[config.mk]
export PLATFORM = sky130hd
export DESIGN_NAME = start_byte_length_frame_parser_top
export DESIGN_NICKNAME = d
export VERILOG_FILES = /design/src/rtl/core/sblfp_pkg.sv /design/src/rtl/core/start_byte_length_frame_parser_top.sv /design/src/rtl/core/sblfp_front.sv /design/src/rtl/core/sblfp_queue.sv /design/src/rtl/core/sblfp_back.sv
export SDC_FILE = /design/constraint.sdc
export NUM_CORES = 1
export LEC_CHECK = 0
export BUFFER_PORTS_ARGS = -buffer_cell sky130_fd_sc_hd__buf_2
export CORE_MARGIN = 2
export CORE_UTILIZATION = 25
export DETAILED_ROUTE_END_ITERATION = 6
export HOLD_SLACK_MARGIN = 0.15
export PLACE_DENSITY = 0.46
export SLEW_MARGIN = 20
export SYNTH_ARGS = -nofsm -noshare
export SYNTH_HDL_FRONTEND = slang
export SYNTH_SLANG_ARGS = --single-unit
export TNS_END_PERCENT = 100
[constraint.sdc]
create_clock -name clk -period 5.6 [get_ports clk]
set_input_delay 0.28 -clock clk [delete_from_list [all_inputs] [get_ports clk]]
set_output_delay 0.28 -clock clk [all_outputs]
set_load 0.005 [all_outputs]
[src/rtl/core/sblfp_pkg.sv]
// Shared types and constants for the start-byte length-prefixed frame parser.
package sblfp_pkg;

    localparam int HEADER_BYTES = 6;
    localparam int QDEPTH       = 4;
    localparam int QPTR_W       = $clog2(QDEPTH);
    localparam int QCNT_W       = $clog2(QDEPTH + 1);

    typedef enum logic [1:0] {
        PH_HUNT,
        PH_LEN_LO,
        PH_LEN_HI,
        PH_PAYLOAD
    } phase_t;

    typedef enum logic [2:0] {
        HP_SRC_LO,
        HP_SRC_HI,
        HP_TYPE,
        HP_SEQ,
        HP_FLAGS,
        HP_RADIUS
    } hdr_pos_t;

    typedef struct packed {
        logic       cap;
        hdr_pos_t   pos;
        logic       emit;
        logic       has_data;
        logic       last;
        logic       status;
        logic [7:0] byte_val;
    } cmd_t;

endpackage

[src/rtl/core/start_byte_length_frame_parser_top.sv]
// Top level of the start-byte length-prefixed frame parser.
// Throughput: one byte per cycle; in_stall rises only when the 4-beat command queue is full.
// A byte that yields a result is classified in the cycle it is accepted, written into the command queue,
// then loaded from the queue head into the output register that drives out_valid.
// Reset: rst_n clears phase, length, index, header fields, marker (to 0) and the queue.
module start_byte_length_frame_parser_top
    import sblfp_pkg::*;
(
    input  logic        clk,
    input  logic        rst_n,
    input  logic        cfg_wr_en,
    input  logic [7:0]  cfg_wr_data,
    input  logic        in_valid,
    output logic        in_stall,
    input  logic [7:0]  in_byte,
    output logic        out_valid,
    input  logic        out_stall,
    output logic [7:0]  data_byte,
    output logic        has_data,
    output logic        last,
    output logic        status,
    output logic [15:0] origin_id,
    output logic [7:0]  msg_type,
    output logic [7:0]  seq_num,
    output logic [7:0]  flag_bits,
    output logic [7:0]  hop_radius
);

    logic acc;
    logic push;
    cmd_t push_cmd;
    logic full;
    logic pop;
    logic head_valid;
    cmd_t head_cmd;

    assign in_stall = full;
    assign acc      = in_valid && !full;

    sblfp_front u_front (
        .clk         (clk),
        .rst_n       (rst_n),
        .cfg_wr_en   (cfg_wr_en),
        .cfg_wr_data (cfg_wr_data),
        .acc         (acc),
        .in_byte     (in_byte),
        .push        (push),
        .push_cmd    (push_cmd)
    );

    sblfp_queue u_queue (
        .clk        (clk),
        .rst_n      (rst_n),
        .push       (push),
        .push_cmd   (push_cmd),
        .full       (full),
        .pop        (pop),
        .head_valid (head_valid),
        .head_cmd   (head_cmd)
    );

    sblfp_back u_back (
        .clk        (clk),
        .rst_n      (rst_n),
        .head_valid (head_valid),
        .head_cmd   (head_cmd),
        .pop        (pop),
        .out_valid  (out_valid),
        .out_stall  (out_stall),
        .data_byte  (data_byte),
        .has_data   (has_data),
        .last       (last),
        .status     (status),
        .origin_id  (origin_id),
        .msg_type   (msg_type),
        .seq_num    (seq_num),
        .flag_bits  (flag_bits),
        .hop_radius (hop_radius)
    );

endmodule

[src/rtl/core/sblfp_front.sv]
// Front end: marker hunt, length capture and classification of each byte.
module sblfp_front
    import sblfp_pkg::*;
(
    input  logic       clk,
    input  logic       rst_n,
    input  logic       cfg_wr_en,
    input  logic [7:0] cfg_wr_data,
    input  logic       acc,
    input  logic [7:0] in_byte,
    output logic       push,
    output cmd_t       push_cmd
);

    phase_t      phase_reg, phase_next;
    logic [15:0] len_reg, len_next;
    logic [15:0] idx_reg, idx_next;
    logic [7:0]  marker_reg;

    logic [16:0] idx_inc;
    logic        at_end;
    logic        in_hdr;
    logic        below_hdr;

    assign idx_inc   = {1'b0, idx_reg} + 17'd1;
    assign at_end    = idx_inc >= {1'b0, len_reg};
    assign in_hdr    = idx_reg < 16'(HEADER_BYTES);
    assign below_hdr = idx_inc < 17'(HEADER_BYTES);

    always_comb
    begin
        phase_next = phase_reg;
        len_next   = len_reg;
        idx_next   = idx_reg;
        if (acc)
        begin
            unique case (phase_reg)
                PH_HUNT:
                begin
                    if (in_byte == marker_reg)
                        phase_next = PH_LEN_LO;
                end
                PH_LEN_LO:
                begin
                    len_next   = {8'h00, in_byte};
                    phase_next = PH_LEN_HI;
                end
                PH_LEN_HI:
                begin
                    len_next   = {in_byte, len_reg[7:0]};
                    idx_next   = '0;
                    phase_next = ({in_byte, len_reg[7:0]} == 16'h0000) ? PH_HUNT : PH_PAYLOAD;
                end
                PH_PAYLOAD:
                begin
                    idx_next = idx_inc[15:0];
                    if (at_end)
                        phase_next = PH_HUNT;
                end
                default:
                    phase_next = PH_HUNT;
            endcase
        end
    end

    always_comb
    begin
        push              = 1'b0;
        push_cmd          = '0;
        push_cmd.pos      = hdr_pos_t'(idx_reg[2:0]);
        push_cmd.byte_val = in_byte;
        if (acc)
        begin
            unique case (phase_reg)
                PH_LEN_HI:
                begin
                    if ({in_byte, len_reg[7:0]} == 16'h0000)
                    begin
                        push            = 1'b1;
                        push_cmd.emit   = 1'b1;
                        push_cmd.last   = 1'b1;
                        push_cmd.status = 1'b1;
                    end
                end
                PH_PAYLOAD:
                begin
                    push         = 1'b1;
                    push_cmd.cap = in_hdr;
                    if (at_end)
                    begin
                        push_cmd.emit     = 1'b1;
                        push_cmd.last     = 1'b1;
                        push_cmd.status   = below_hdr;
                        push_cmd.has_data = !below_hdr && !in_hdr;
                    end
                    else
                    begin
                        push_cmd.emit     = !in_hdr;
                        push_cmd.has_data = !in_hdr;
                    end
                end
                default:
                    push = 1'b0;
            endcase
        end
    end

    always_ff @(posedge clk or negedge rst_n)
    begin
        if (!rst_n)
        begin
            phase_reg  <= PH_HUNT;
            len_reg    <= '0;
            idx_reg    <= '0;
            marker_reg <= '0;
        end
        else
        begin
            phase_reg <= phase_next;
            len_reg   <= len_next;
            idx_reg   <= idx_next;
            if (cfg_wr_en)
                marker_reg <= cfg_wr_data;
        end
    end

endmodule

[src/rtl/core/sblfp_queue.sv]
// Short command queue between front end and back end.
module sblfp_queue
    import sblfp_pkg::*;
(
    input  logic clk,
    input  logic rst_n,
    input  logic push,
    input  cmd_t push_cmd,
    output logic full,
    input  logic pop,
    output logic head_valid,
    output cmd_t head_cmd
);

    cmd_t              mem_reg [QDEPTH];
    logic [QPTR_W-1:0] wr_ptr_reg;
    logic [QPTR_W-1:0] rd_ptr_reg;
    logic [QCNT_W-1:0] cnt_reg;
    logic              do_push;
    logic              do_pop;

    assign full       = cnt_reg == QCNT_W'(QDEPTH);
    assign head_valid = cnt_reg != '0;
    assign head_cmd   = mem_reg[rd_ptr_reg];
    assign do_push    = push && !full;
    assign do_pop     = pop && head_valid;

    always_ff @(posedge clk)
    begin
        if (do_push)
            mem_reg[wr_ptr_reg] <= push_cmd;
    end

    always_ff @(posedge clk or negedge rst_n)
    begin
        if (!rst_n)
        begin
            wr_ptr_reg <= '0;
            rd_ptr_reg <= '0;
            cnt_reg    <= '0;
        end
        else
        begin
            if (do_push)
                wr_ptr_reg <= wr_ptr_reg + QPTR_W'(1);
            if (do_pop)
                rd_ptr_reg <= rd_ptr_reg + QPTR_W'(1);
            if (do_push && !do_pop)
                cnt_reg <= cnt_reg + QCNT_W'(1);
            else if (do_pop && !do_push)
                cnt_reg <= cnt_reg - QCNT_W'(1);
        end
    end

endmodule

[src/rtl/core/sblfp_back.sv]
// Back end: header capture and result output register.
module sblfp_back
    import sblfp_pkg::*;
(
    input  logic        clk,
    input  logic        rst_n,
    input  logic        head_valid,
    input  cmd_t        head_cmd,
    output logic        pop,
    output logic        out_valid,
    input  logic        out_stall,
    output logic [7:0]  data_byte,
    output logic        has_data,
    output logic        last,
    output logic        status,
    output logic [15:0] origin_id,
    output logic [7:0]  msg_type,
    output logic [7:0]  seq_num,
    output logic [7:0]  flag_bits,
    output logic [7:0]  hop_radius
);

    logic [15:0] src_reg, src_next;
    logic [7:0]  type_reg, type_next;
    logic [7:0]  seq_reg, seq_next;
    logic [7:0]  flags_reg, flags_next;
    logic [7:0]  radius_reg, radius_next;

    logic        ov_reg;
    logic [7:0]  o_data_reg;
    logic        o_has_reg, o_last_reg, o_status_reg;
    logic [15:0] o_src_reg;
    logic [7:0]  o_type_reg, o_seq_reg, o_flags_reg, o_radius_reg;

    logic        load;

    assign pop  = head_valid && (!head_cmd.emit || !ov_reg || !out_stall);
    assign load = pop && head_cmd.emit;

    always_comb
    begin
        src_next    = src_reg;
        type_next   = type_reg;
        seq_next    = seq_reg;
        flags_next  = flags_reg;
        radius_next = radius_reg;
        if (pop && head_cmd.cap)
        begin
            unique case (head_cmd.pos)
                HP_SRC_LO: src_next[7:0]  = head_cmd.byte_val;
                HP_SRC_HI: src_next[15:8] = head_cmd.byte_val;
                HP_TYPE:   type_next      = head_cmd.byte_val;
                HP_SEQ:    seq_next       = head_cmd.byte_val;
                HP_FLAGS:  flags_next     = head_cmd.byte_val;
                HP_RADIUS: radius_next    = head_cmd.byte_val;
                default:   src_next       = src_reg;
            endcase
        end
    end

    always_ff @(posedge clk or negedge rst_n)
    begin
        if (!rst_n)
        begin
            src_reg    <= '0;
            type_reg   <= '0;
            seq_reg    <= '0;
            flags_reg  <= '0;
            radius_reg <= '0;
            ov_reg     <= 1'b0;
        end
        else
        begin
            src_reg    <= src_next;
            type_reg   <= type_next;
            seq_reg    <= seq_next;
            flags_reg  <= flags_next;
            radius_reg <= radius_next;
            if (load)
                ov_reg <= 1'b1;
            else if (!out_stall)
                ov_reg <= 1'b0;
        end
    end

    always_ff @(posedge clk)
    begin
        if (load)
        begin
            o_data_reg   <= head_cmd.has_data ? head_cmd.byte_val : 8'h00;
            o_has_reg    <= head_cmd.has_data;
            o_last_reg   <= head_cmd.last;
            o_status_reg <= head_cmd.status;
            o_src_reg    <= head_cmd.status ? 16'h0000 : src_next;
            o_type_reg   <= head_cmd.status ? 8'h00 : type_next;
            o_seq_reg    <= head_cmd.status ? 8'h00 : seq_next;
            o_flags_reg  <= head_cmd.status ? 8'h00 : flags_next;
            o_radius_reg <= head_cmd.status ? 8'h00 : radius_next;
        end
    end

    assign out_valid  = ov_reg;
    assign data_byte  = o_data_reg;
    assign has_data   = o_has_reg;
    assign last       = o_last_reg;
    assign status     = o_status_reg;
    assign origin_id  = o_src_reg;
    assign msg_type   = o_type_reg;
    assign seq_num    = o_seq_reg;
    assign flag_bits  = o_flags_reg;
    assign hop_radius = o_radius_reg;

endmodule

==> summary.md, run 1 <==
| Metric | Value |
|---|---|
| Reg2reg path depth | 12 |
| Unrepaired setup endpoints after global routing | false |
| Max FFs per register | 64 |
| Net Sw Frac | 0.325 |
| Die area | roughly 40000 um^2 |
| Distinct cells, synth | 58 |
| Die Ht | roughly 200 um |
| Final-report hold violation count | 0 |
| Area growth from synthesis to layout | 22.4% |
| RR Endpoint | u_queue.mem_reg[0][8]$_DFFE_PP_ |
| Worst EP required | between 5000 and 6000 ps |
| CP Class | flop to flop |
| Setup TNS | 0 ps |
| Worst vdd ir | ~0.26 mV |
| Post-CTS setup buffer count | 0 |
| Final GP Congestion | approximately 0.79 |
| CTS H-Tree Depth | 1 |
| I/O Pins | between 80 and 90 |
| Comb power frac | 0.306 |
| TritonRoute pass-1 iters | 4 |
| Slew Viols, Final | 0 |
| #FFs+latches synth | 221 |
| CTS Buffer Depth | 3 |
| Core Region | 37600 um^2 |
| # rows | just over 70 |
| Leakage | about 5 nW |
| TritonCTS clock tree | done |
| Type of origin of the critical path | flop |
| Min-delay src | cfg_wr_en |
| Crit path max fanout | 11 |
| Layout Skew | 16.1 ps |
| Clock share of power | 0.280 |
| Num CTS Buffers | 25 |
| Main synth FF type | edfxtp_1 |
| Setup Viol. Count Final | 0 |
| Initial DRC Count | between 200 and 300 |
| Largest area contributor in the netlist | edfxtp_1 |
| Yosys warning count | 0 |
| CP arrival | about 4000 ps |
| Period utilization | 0.668 |
| Top cell type's share of synthesized area | 0.388 |
| Power density cells | 544 nW/um^2 |
| Sequential cell area | roughly 6100 um^2 |
| Starting Density | 0.254 |
| Clock transition at the registers of the reported paths | around 60 ps |
| Count leader, synth | edfxtp_1 |
| Post-synth EDFFs | 123 |
| Die X | around 200 um |
| Crit path time final | 3740 ps |
| Detailed Place HPWL | ~14000 um |
| Pre-CTS setup slack | ~1900 ps |
| Multi-input logic area | approximately 3000 um^2 |
| Fillers | 3765 |
| Clk sinks | roughly 220 |
| Main area contributors after synthesis | edfxtp_1, dfrtp_1, mux2i_1, ha_1, inv_1 |
| Status | complete, no violations |
| CP Capture Type | flop |
| Hold EP | u_front.marker_reg[0]$_DFFE_PN0P_ |
| Wirelength per Cell | 16.0 um |
| Max transition margin | 0.338 |
| I/O Buffers | between 80 and 90 |
| Commonest cells in the netlist | edfxtp_1, dfrtp_1, inv_1 |
| All-Layer GR Usage | 0.111 |
| First-pass GRT wire length | ~34000 um |
| Fmax achieved | 267 MHz |
| Root buf cell | clkbuf_16 |
| Tightest Hold Check Type | primary input to flop |
| Vias | 5625 |
| Internal reg-to-reg setup slack | 1860 ps |
| Hold Path Stages | 2 |
| Worst Max-Slew Pin Slew | approximately 990 ps |
| Antenna violations before repair | 1 |
| Final nets | 865 |
| Largest net degree at the start of global routing | 54 |
| Share of layout cells above drive strength 1 | 0.199 |
| Seq pwr share | 0.414 |
| Internal power | about 0.0043 W |
| Vias in the first global route | 5715 |
| Max-Cap Viols | 0 |
| Power Total | 0.00634 W |
| Part of the Yosys area used for sequential elements | 0.645 |
| Residual antenna-violating net count after detailed routing | 0 |
| DR DRC count | 0 |
| Post-Syn Instances | 702 |
| Psw | a little over 0.002 W |
| Mapped cell area | 9530 um^2 |
| Fraction of registers with async set/reset | 0.443 |
| Synthesized Nets | 750 |
| Worst skew pair latency | approximately 530 ps |
| Overflow after GRT | 0 |
| Final Worst Setup Slack | 1860 ps |
| Via/cell ratio | roughly 4.2 |
| Mapped Avg Cell Area | between 10 and 15 um^2 |
| Routed WL | 21600 um |
| Reg-to-reg startpoint | u_front.idx_reg[0]$_DFFE_PN0P_ |
## cell type report
cell class | count | share of cell area
well taps | 511 | 0.0548
clock buffers | 30 | 0.0561
clock inverters | 16 | 0.0210
multi-input cells | 386 | 0.258
inverters | 70 | 0.0225
diodes | 2 | 0.000429
repair buffers | 113 | 0.0609
flip-flops and latches | 221 | 0.527
## timing repair
action | in CTS | in global routing
hold buffers | 25 | 0
hold endpoints to repair | 101 | 0
resized for setup | 0 | 0
setup endpoints to repair | 0 | 0
## cell usage in the layout, fill, tap and decap left out, types with 25 or more instances in the layout
cell type,synthesis,routed
buf_2,0,80
mux2i_1,44,44
dlygate4sd3_1,0,25
inv_1,70,70
o21ai_0,32,32
ha_1,26,26
clkbuf_16,0,25
dfrtp_1,98,98
nand2_1,48,48
edfxtp_1,123,123
nor2_1,60,60
## worst max-delay path by stage
stage	startpoint	to	slack (ps)	cells past startpoint
floorplan	u_queue.rd_ptr_reg[0]$_DFFE_PN0P_	u_back.data_byte[0]$_SDFFCE_PN0P_	2400	4
global placement	u_front.idx_reg[0]$_DFFE_PN0P_	u_queue.mem_reg[2][8]$_DFFE_PP_	2040	12
detailed placement	u_front.idx_reg[0]$_DFFE_PN0P_	u_queue.mem_reg[1][8]$_DFFE_PP_	1910	12
CTS	u_front.idx_reg[0]$_DFFE_PN0P_	u_queue.mem_reg[0][8]$_DFFE_PP_	1870	12
global route	u_front.idx_reg[0]$_DFFE_PN0P_	u_queue.mem_reg[1][8]$_DFFE_PP_	1570	12
finish	u_front.idx_reg[0]$_DFFE_PN0P_	u_queue.mem_reg[0][8]$_DFFE_PP_	1860	12
## critical path, stage by stage, from the launching register on
cell,delay [ps]
dfrtp_1,540
ha_1,320
nand2_1,150
nor4_4,550
and3_1,290
xor2_1,90
ha_1,310
nand2_1,60
nor2_1,140
nand2_1,70
o2111ai_1,320
nand4_1,180
o31ai_1,450
## metal layers
layer,part of all wire,global-route usage,vias to the layer above
li1,-,-,2712
met1,0.48,0.155,2733
met2,0.45,0.180,153
met3,0.050,0.0196,27
met4,0.017,0.0229,0
met5,0,0,-
## per-stage QoR
| stage | instance area [um^2] | util | hold slack (ps) | std cells |
|---|---|---|---|---|
| 2_1_floorplan | 9530 | - | -15.6 | 702 |
| 3_3_place_gp | 10500 | 0.280 | 358 | 1276 |
| 3_5_place_dp | 10500 | 0.280 | 358 | 1276 |
| 4_1_cts | 11700 | 0.310 | 151 | 1347 |
| 5_1_grt | 11700 | 0.310 | 175 | 1347 |
| 6_report | 11700 | 0.311 | 162 | 1349 |
## power groups by stage
stage	Combinational, W	Clock, W	Sequential [W]
finish	0.00194	0.00177	0.00263
global route	0.00221	0.00190	0.00269
global placement	0.00196	0	0.00266
CTS	0.00200	0.00183	0.00264
detailed placement	0.00197	0	0.00267
floorplan	0.00125	0	0.00265
## kinds of logic (layout without fill, tap and decap cells)
kind of cell | count (synthesis) | count (layout) | synth area share
flops | 221 | 221 | 0.645
simple gates | 193 | 193 | 0.103
buf+inv | 95 | 229 | 0.0398
mux | 75 | 75 | 0.105
compound gates | 63 | 63 | 0.0456
xor+xnor | 28 | 28 | 0.0257
fa+ha+maj | 27 | 27 | 0.0362
other cells | 0 | 2 | 0
Note: power is estimated with default switching activity, not from simulation.
==> run 2, diff against run 1 <==
--- a/config.mk
+++ b/config.mk
@@ -5,12 +5,13 @@
 export SDC_FILE = /design/constraint.sdc
 export NUM_CORES = 1
 export LEC_CHECK = 0
+export ABC_AREA = 1
 export BUFFER_PORTS_ARGS = -buffer_cell sky130_fd_sc_hd__buf_2
 export CORE_MARGIN = 2
 export CORE_UTILIZATION = 25
 export DETAILED_ROUTE_END_ITERATION = 6
 export HOLD_SLACK_MARGIN = 0.15
-export PLACE_DENSITY = 0.46
+export PLACE_DENSITY = 0.47
 export SLEW_MARGIN = 20
 export SYNTH_ARGS = -nofsm -noshare
 export SYNTH_HDL_FRONTEND = slang
==> constraint.sdc (replaced) <==
create_clock -name clk -period 3.1 [get_ports clk]
set_input_delay 0.155 -clock clk [delete_from_list [all_inputs] [get_ports clk]]
set_output_delay 0.155 -clock clk [all_outputs]
set_load 0.005 [all_outputs]
==> run 2 against run 1 <==
  * Combinational power increased to 2.8 times the previous value
  * Register-to-register slack got worse by 1500 ps
  * Power increased by 110%
  * Largest cell class unchanged
  * Largest power group is now combinational logic
==> summary.md, run 2 <==
| Metric | Value |
|---|---|
| Status | complete, no violations |
| Worst skew pair latency | 540 ps (about the same) |
| Largest area contributor in the netlist | edfxtp_1 |
| # rows | 73 (+2.8%) |
| Overflow after GRT | 0 (unchanged) |
| Area growth from synthesis to layout | 23.0% |
| Fraction of registers with async set/reset | 0.443 (unchanged) |
| Top cell type's share of synthesized area | 0.362 (-0.0252) |
| Type of origin of the critical path | flop |
| Slew Viols, Final | 0 (unchanged) |
| Fmax achieved | 362 MHz (+35%) |
| Count leader, synth | nand2_1 |
| CP Class | flop to flop |
| Final GP Congestion | 0.831 (+4.9%) |
| CP arrival | 3020 ps (-970 ps) |
| Share of layout cells above drive strength 1 | 0.207 (+0.00852) |
| Clk sinks | 221 (unchanged) |
| Root buf cell | clkbuf_16 |
| Multi-input logic area | 3390 um^2 (+13%) |
| Clock transition at the registers of the reported paths | 60 ps (about the same) |
| Vias | 7215 (+28%) |
| Internal reg-to-reg setup slack | 340 ps (-1520 ps) |
| First-pass GRT wire length | 39200 um (+15%) |
| Starting Density | 0.255 (+0.00118) |
| Part of the Yosys area used for sequential elements | 0.603 (-0.0420) |
| Final nets | 1159 (+34%) |
| #FFs+latches synth | 221 (unchanged) |
| Period utilization | 0.891 (+0.223) |
| I/O Buffers | 81 (unchanged) |
| Die Ht | 206 um (+3.4%) |
| Power Total | 0.0134 W (+110%) |
| Mapped cell area | 10200 um^2 (+7.0%) |
| Num CTS Buffers | 25 (unchanged) |
| Max transition margin | 0.473 (+0.135) |
| Worst EP required | 3360 ps (-2490 ps) |
| Residual antenna-violating net count after detailed routing | 0 (unchanged) |
| TritonCTS clock tree | done |
| Reg2reg path depth | 17 (+5) |
| Die X | 206 um (+3.4%) |
| Crit path max fanout | 6 (-5) |
| Commonest cells in the netlist | nand2_1, edfxtp_1, inv_1 |
| Most frequent cells in the layout | nand2_1, edfxtp_1, inv_1 |
| N_diodes | 0 (-2) |
| RR Endpoint | u_queue.mem_reg[3][9]$_DFFE_PP_ |
| DR DRC count | 0 (unchanged) |
| Distinct cells, synth | 44 (-24%) |
| Post-Syn Instances | 968 (+38%) |
| All-Layer GR Usage | 0.117 (+0.00647) |
| Mapped Avg Cell Area | 10.5 um^2 (-22%) |
| Max FFs per register | 64 (unchanged) |
| Routed WL | 24600 um (+14%) |
| CTS H-Tree Depth | 1 (unchanged) |
| CTS Buffer Depth | 3 (unchanged) |
| Initial DRC Count | 570 (+120%) |
| Antenna violations before repair | 0 (-1) |
| TritonRoute pass-1 iters | 5 (+1) |
| Worst Max-Slew Pin Slew | 788 ps (-206 ps) |
| Tightest Hold Check Type | primary input to flop |
| Main synth FF type | edfxtp_1 |
| Die area | 42400 um^2 (+6.8%) |
| Leakage | 5.47 nW (+12%) |
| Crit path from | u_front.idx_reg[0]$_DFFE_PN0P_ |
| Yosys warning count | 0 (unchanged) |
| Core Region | 40000 um^2 (+6.5%) |
| Main area contributors after synthesis | edfxtp_1, dfrtp_1, nand2_1, inv_1, a21oi_1 |
| Max-Cap Viols | 0 (unchanged) |
| Vias in the first global route | 6865 (+20%) |
| Synthesized Nets | 1016 (+35%) |
| Worst vdd ir | 0.372 mV (+46%) |
| Hold_ws | 323 ps (+161 ps) |
| Detailed Place HPWL | 17000 um (+20%) |
| Largest net degree at the start of global routing | 60 (+11%) |
| Final-report hold violation count | 0 (unchanged) |
| I/O Pins | 82 (unchanged) |
| CP Capture Type | flop |
| Wirelength per Cell | 14.9 um (-7.2%) |
| Sequential cell area | 6150 um^2 (about the same) |
| Fillers | 4197 (+11%) |
| Post-synth EDFFs | 123 (unchanged) |
| Setup Viol. Count Final | 0 (unchanged) |
| Crit path to | u_queue.mem_reg[3][9]$_DFFE_PP_ |
| Post-layout util | 0.313 (+0.00276) |
| Unrepaired setup endpoints after global routing | false |
| Setup TNS | 0 ps (unchanged) |
| Crit path time final | 2760 ps (-977 ps) |
| Power density cells | 1070 nW/um^2 (+97%) |
| Hold Path Stages | 7 (+5) |
| Layout Skew | 16.5 ps (+0.413 ps) |
| Via/cell ratio | 4.36 (+4.6%) |
| Reg-to-reg startpoint | u_front.idx_reg[0]$_DFFE_PN0P_ |
| Most common cell after layout, fill and taps aside | nand2_1 |
[run 2: cell count changes in the layout (fill, tap and decap cells not counted), moves of 10 or more]
cell	before	now
o21ai_1	1	19
xnor2_1	17	1
a211oi_2	0	16
buf_4	8	28
nand2_1	48	240
inv_1	70	103
nor2_2	0	10
nand3_1	12	22
mux4_2	11	0
mux2i_1	44	0
inv_2	0	16
a21oi_1	2	68
and2_1	13	0
[run 2: cell families after synthesis]
group	share of synthesized area
simple gates	0.167
compound gates	0.113
flops	0.603
fa+ha+maj	0.0339
xor+xnor	0.0103
buf+inv	0.0680
mux	0.00442
[run 2: layer usage]
metal	up-vias	track usage	wire (um)
met4	0	0.0258	507
met5	-	0	0
li1	3568	-	-
met1	3461	0.170	11800
met3	30	0.0162	1140
met2	156	0.187	11200
[run 2: how the worst min path moves through the flow]
stage,start,end,slack [ps]
floorplan,rst_n,u_back.flags_reg[0]$_DFF_PN0_,-140
global route,in_valid,u_front.phase_reg[1]$_DFFE_PN0P_,390
finish,in_valid,u_front.phase_reg[0]$_DFFE_PN0P_,320
detailed placement,rst_n,u_front.marker_reg[6]$_DFFE_PN0P_,180
global placement,rst_n,u_front.marker_reg[6]$_DFFE_PN0P_,180
CTS,in_valid,u_front.phase_reg[0]$_DFFE_PN0P_,320
[run 2: layout make-up]
type | instances | area share
Multi-Input combinational cell | 596 | 0.271
Clock inverter | 15 | 0.0177
Sequential cell | 221 | 0.490
Inverter | 123 | 0.0370
Timing Repair Buffer | 144 | 0.0799
Tap cell | 525 | 0.0524
Clock buffer | 31 | 0.0517
[run 2: repair_timing]
action / 4_1_cts / 5_1_grt
buffers inserted: 0 / 4
resized for setup: 0 / 7
hold buffers: 33 / 0
endpoints found under the setup margin: 0 / 16
endpoints found under the hold margin: 155 / 0
[run 2: stage by stage]
step | instance area (um^2) | setup WS (ps) | std cells
after detailed placement | 11300 | 216 | 1572
after floorplan | 10200 | 494 | 968
final | 12500 | 338 | 1655
after CTS | 12500 | 184 | 1651
after global routing | 12500 | 10.3 | 1655
after global placement | 11300 | 253 | 1572
[run 2: critical path, cell delays in order (launching register included)]
cell	delay, ps
dfrtp_1	350
ha_1	200
nand2_2	80
inv_1	90
nand2_2	80
nor2_4	160
nand3_1	140
o21ai_2	170
inv_1	50
ha_1	290
a21oi_1	170
o211ai_1	90
inv_1	60
nand2_1	50
nor2_1	150
nand3_2	140
nand2_2	110
nand2_1	100
[run 2: power by group]
part,total [W],switching [W],internal [W]
Sequential,0.00478,0.000404,0.00438
Clock,0.00314,0.00123,0.00191
Combinational,0.00551,0.00360,0.00191
==> run 3, diff against run 2 <==
--- a/config.mk
+++ b/config.mk
@@ -10,6 +10,7 @@
 export CORE_MARGIN = 2
 export CORE_UTILIZATION = 25
 export DETAILED_ROUTE_END_ITERATION = 6
+export GPL_TIMING_DRIVEN = 0
 export HOLD_SLACK_MARGIN = 0.15
 export PLACE_DENSITY = 0.47
 export SLEW_MARGIN = 20
==> run 3 against run 2 <==
  * Power rose by 1.7%
  * Highest routed layer unchanged
  * Wire length decreased by 0.17%
  * Die area unchanged
==> summary.md, run 3 (synthesized netlist as in run 2, its figures left out) <==
| Metric | Value |
|---|---|
| Power density cells | 1080 nW/um^2 (+0.85%) |
| First-pass GRT wire length | 38900 um (-0.88%) |
| Routed WL | 24500 um (-0.17%) |
| Die X | 206 um (unchanged) |
| Most frequent cells in the layout | nand2_1, edfxtp_1, inv_1 |
| Period utilization | 0.917 (+0.0255) |
| All-Layer GR Usage | 0.118 (+0.000148) |
| Hold Path Stages | 4 (-3) |
| CP max stage delay | 430 ps (+80 ps) |
| RR Endpoint | u_queue.cnt_reg[2]$_DFFE_PN0P_ |
| Die Ht | 206 um (unchanged) |
| Antenna violations before repair | 0 (unchanged) |
| Crit path time final | 2840 ps (+79.0 ps) |
| Most common cell after layout, fill and taps aside | nand2_1 |
| Initial DRC Count | 390 (-32%) |
| Die area | 42400 um^2 (unchanged) |
| Hold_ws | 180 ps (-143 ps) |
| CTS Buffer Depth | 3 (unchanged) |
| Worst skew pair latency | 530 ps (about the same) |
| Largest net degree at the start of global routing | 67 (+12%) |
| Max-Cap Viols | 0 (unchanged) |
| Tightest Hold Check Type | primary input to flop |
| Worst Max-Slew Pin Slew | 820 ps (+32.6 ps) |
| Final nets | 1161 (+0.17%) |
| Clk sinks | 221 (unchanged) |
| Max FFs per register | 64 (unchanged) |
| Layout Skew | 14.4 ps (-2.15 ps) |
| Residual antenna-violating net count after detailed routing | 0 (unchanged) |
| Min-delay src | cfg_wr_en |
| Num CTS Buffers | 25 (unchanged) |
| Internal reg-to-reg setup slack | 260 ps (-80 ps) |
| Type of origin of the critical path | flop |
| Starting Density | 0.255 (unchanged) |
| Max transition margin | 0.453 (-0.0198) |
| Final Worst Setup Slack | 259 ps (-79.0 ps) |
| Area growth from synthesis to layout | 24.0% |
| Final-report hold violation count | 0 (unchanged) |
| Reg-to-reg startpoint | u_front.phase_reg[0]$_DFFE_PN0P_ |
| Final GP Congestion | 0.774 (-6.9%) |
| Pre-CTS setup slack | -241 ps (-457 ps) |
| Clock transition at the registers of the reported paths | 60 ps (about the same) |
| CTS H-Tree Depth | 1 (unchanged) |
| Detailed Place HPWL | 17400 um (+2.5%) |
| CP arrival | 3240 ps (+220 ps) |
| Vias in the first global route | 6793 (-1.0%) |
| Reg2reg path depth | 12 (-5) |
| CP Capture Type | flop |
| Slew Viols, Final | 0 (unchanged) |
| TritonCTS clock tree | done |
| TritonRoute pass-1 iters | 5 (unchanged) |
| N_diodes | 0 (unchanged) |
| # rows | 73 (unchanged) |
| Fmax achieved | 352 MHz (-2.8%) |
| Overflow after GRT | 0 (unchanged) |
| Leakage | 5.50 nW (+0.50%) |
| Share of layout cells above drive strength 1 | 0.227 (+0.0202) |
| Hold EP | u_front.marker_reg[6]$_DFFE_PN0P_ |
| Worst EP required | 3500 ps (+140 ps) |
| I/O Buffers | 81 (unchanged) |
| Setup Viol. Count Final | 0 (unchanged) |
| Via/cell ratio | 4.30 (-1.4%) |
| Worst vdd ir | 0.419 mV (+13%) |
| Status | complete, no violations |
| CP cell instances | inv_1, ha_1, clkinv_1, nor2_2, nand3_2, nand2_1, ha_1, inv_1, fa_1, a21oi_1, o21ai_0, xor2_1 |
| CP Class | flop to flop |
| DR DRC count | 0 (unchanged) |
| Root buf cell | clkbuf_16 |
| Worst path slowest cell | dfrtp_1 |
| Core Region | 40000 um^2 (unchanged) |
| Crit path max fanout | 9 (+3) |
| Vias | 7121 (-1.3%) |
| I/O Pins | 82 (unchanged) |
| Wirelength per Cell | 14.8 um (-0.23%) |
run 3: per-layer routing:
| layer | routed length [um] | global-route usage |
|---|---|---|
| met3 | 1060 | 0.0199 |
| met1 | 11700 | 0.167 |
| met4 | 425 | 0.0224 |
| met2 | 11400 | 0.189 |
| met5 | 0 | 0 |
run 3: where the power goes:
group / internal, W / switching [W]
clock: 0.00198 / 0.00120
sequential: 0.00438 / 0.000382
combinational: 0.00201 / 0.00371
run 3: cell type report:
class / count / area, um^2
clock buffer: 35 / 733
clock inverter: 10 / 154
multi-input combinational: 596 / 3430
inverter: 123 / 467
buffer: 28 / 231
tap: 525 / 657
fill: 4169 / 27400
timing repair buffer: 118 / 823
sequential: 221 / 6150
run 3: timing repair:
action	4_1_cts	5_1_grt
hold buffers	26	0
endpoints found under the setup margin	25	19
resized for setup	6	14
setup buffers	1	4
endpoints found under the hold margin	156	0
pin swaps	0	3
run 3: critical path, delay by kind of cell (launching register included):
| family | cells | cell delay [ps] |
|---|---|---|
| and+or+nand+nor | 3 | 760 |
| adders and majority gates | 3 | 710 |
| DFF | 1 | 430 |
| buffers and inverters | 3 | 400 |
| AOI/OAI and AO/OA | 2 | 250 |
| xor gates and xnor gates | 1 | 150 |
run 3: how the worst max path moves through the flow:
stage	start	endpoint	slack [ps]
final	u_front.phase_reg[0]$_DFFE_PN0P_	u_queue.cnt_reg[2]$_DFFE_PN0P_	260
after global placement	u_queue.cnt_reg[2]$_DFFE_PN0P_	u_queue.mem_reg[3][0]$_DFFE_PP_	-720
after floorplan	u_front.phase_reg[0]$_DFFE_PN0P_	u_queue.mem_reg[0][0]$_DFFE_PP_	490
after detailed placement	u_front.idx_reg[0]$_DFFE_PN0P_	u_queue.mem_reg[3][10]$_DFFE_PP_	-240
after CTS	u_front.idx_reg[1]$_DFFE_PN0P_	u_queue.mem_reg[3][11]$_DFFE_PP_	20
after global routing	u_front.idx_reg[1]$_DFFE_PN0P_	u_queue.mem_reg[3][10]$_DFFE_PP_	-3
run 3: per-stage QoR:
step                setup TNS (ps)  instance area (um^2)  std cells  power [W]  utilization
finish                           0                 12600       1656     0.0137        0.316
global route                 -9.09                 12600       1656     0.0147        0.316
CTS                              0                 12600       1652     0.0138        0.314
detailed placement           -2680                 11400       1580     0.0105        0.284
global placement            -57630                 11300       1574     0.0104        0.281
floorplan                        0                 10200        968    0.00856            -
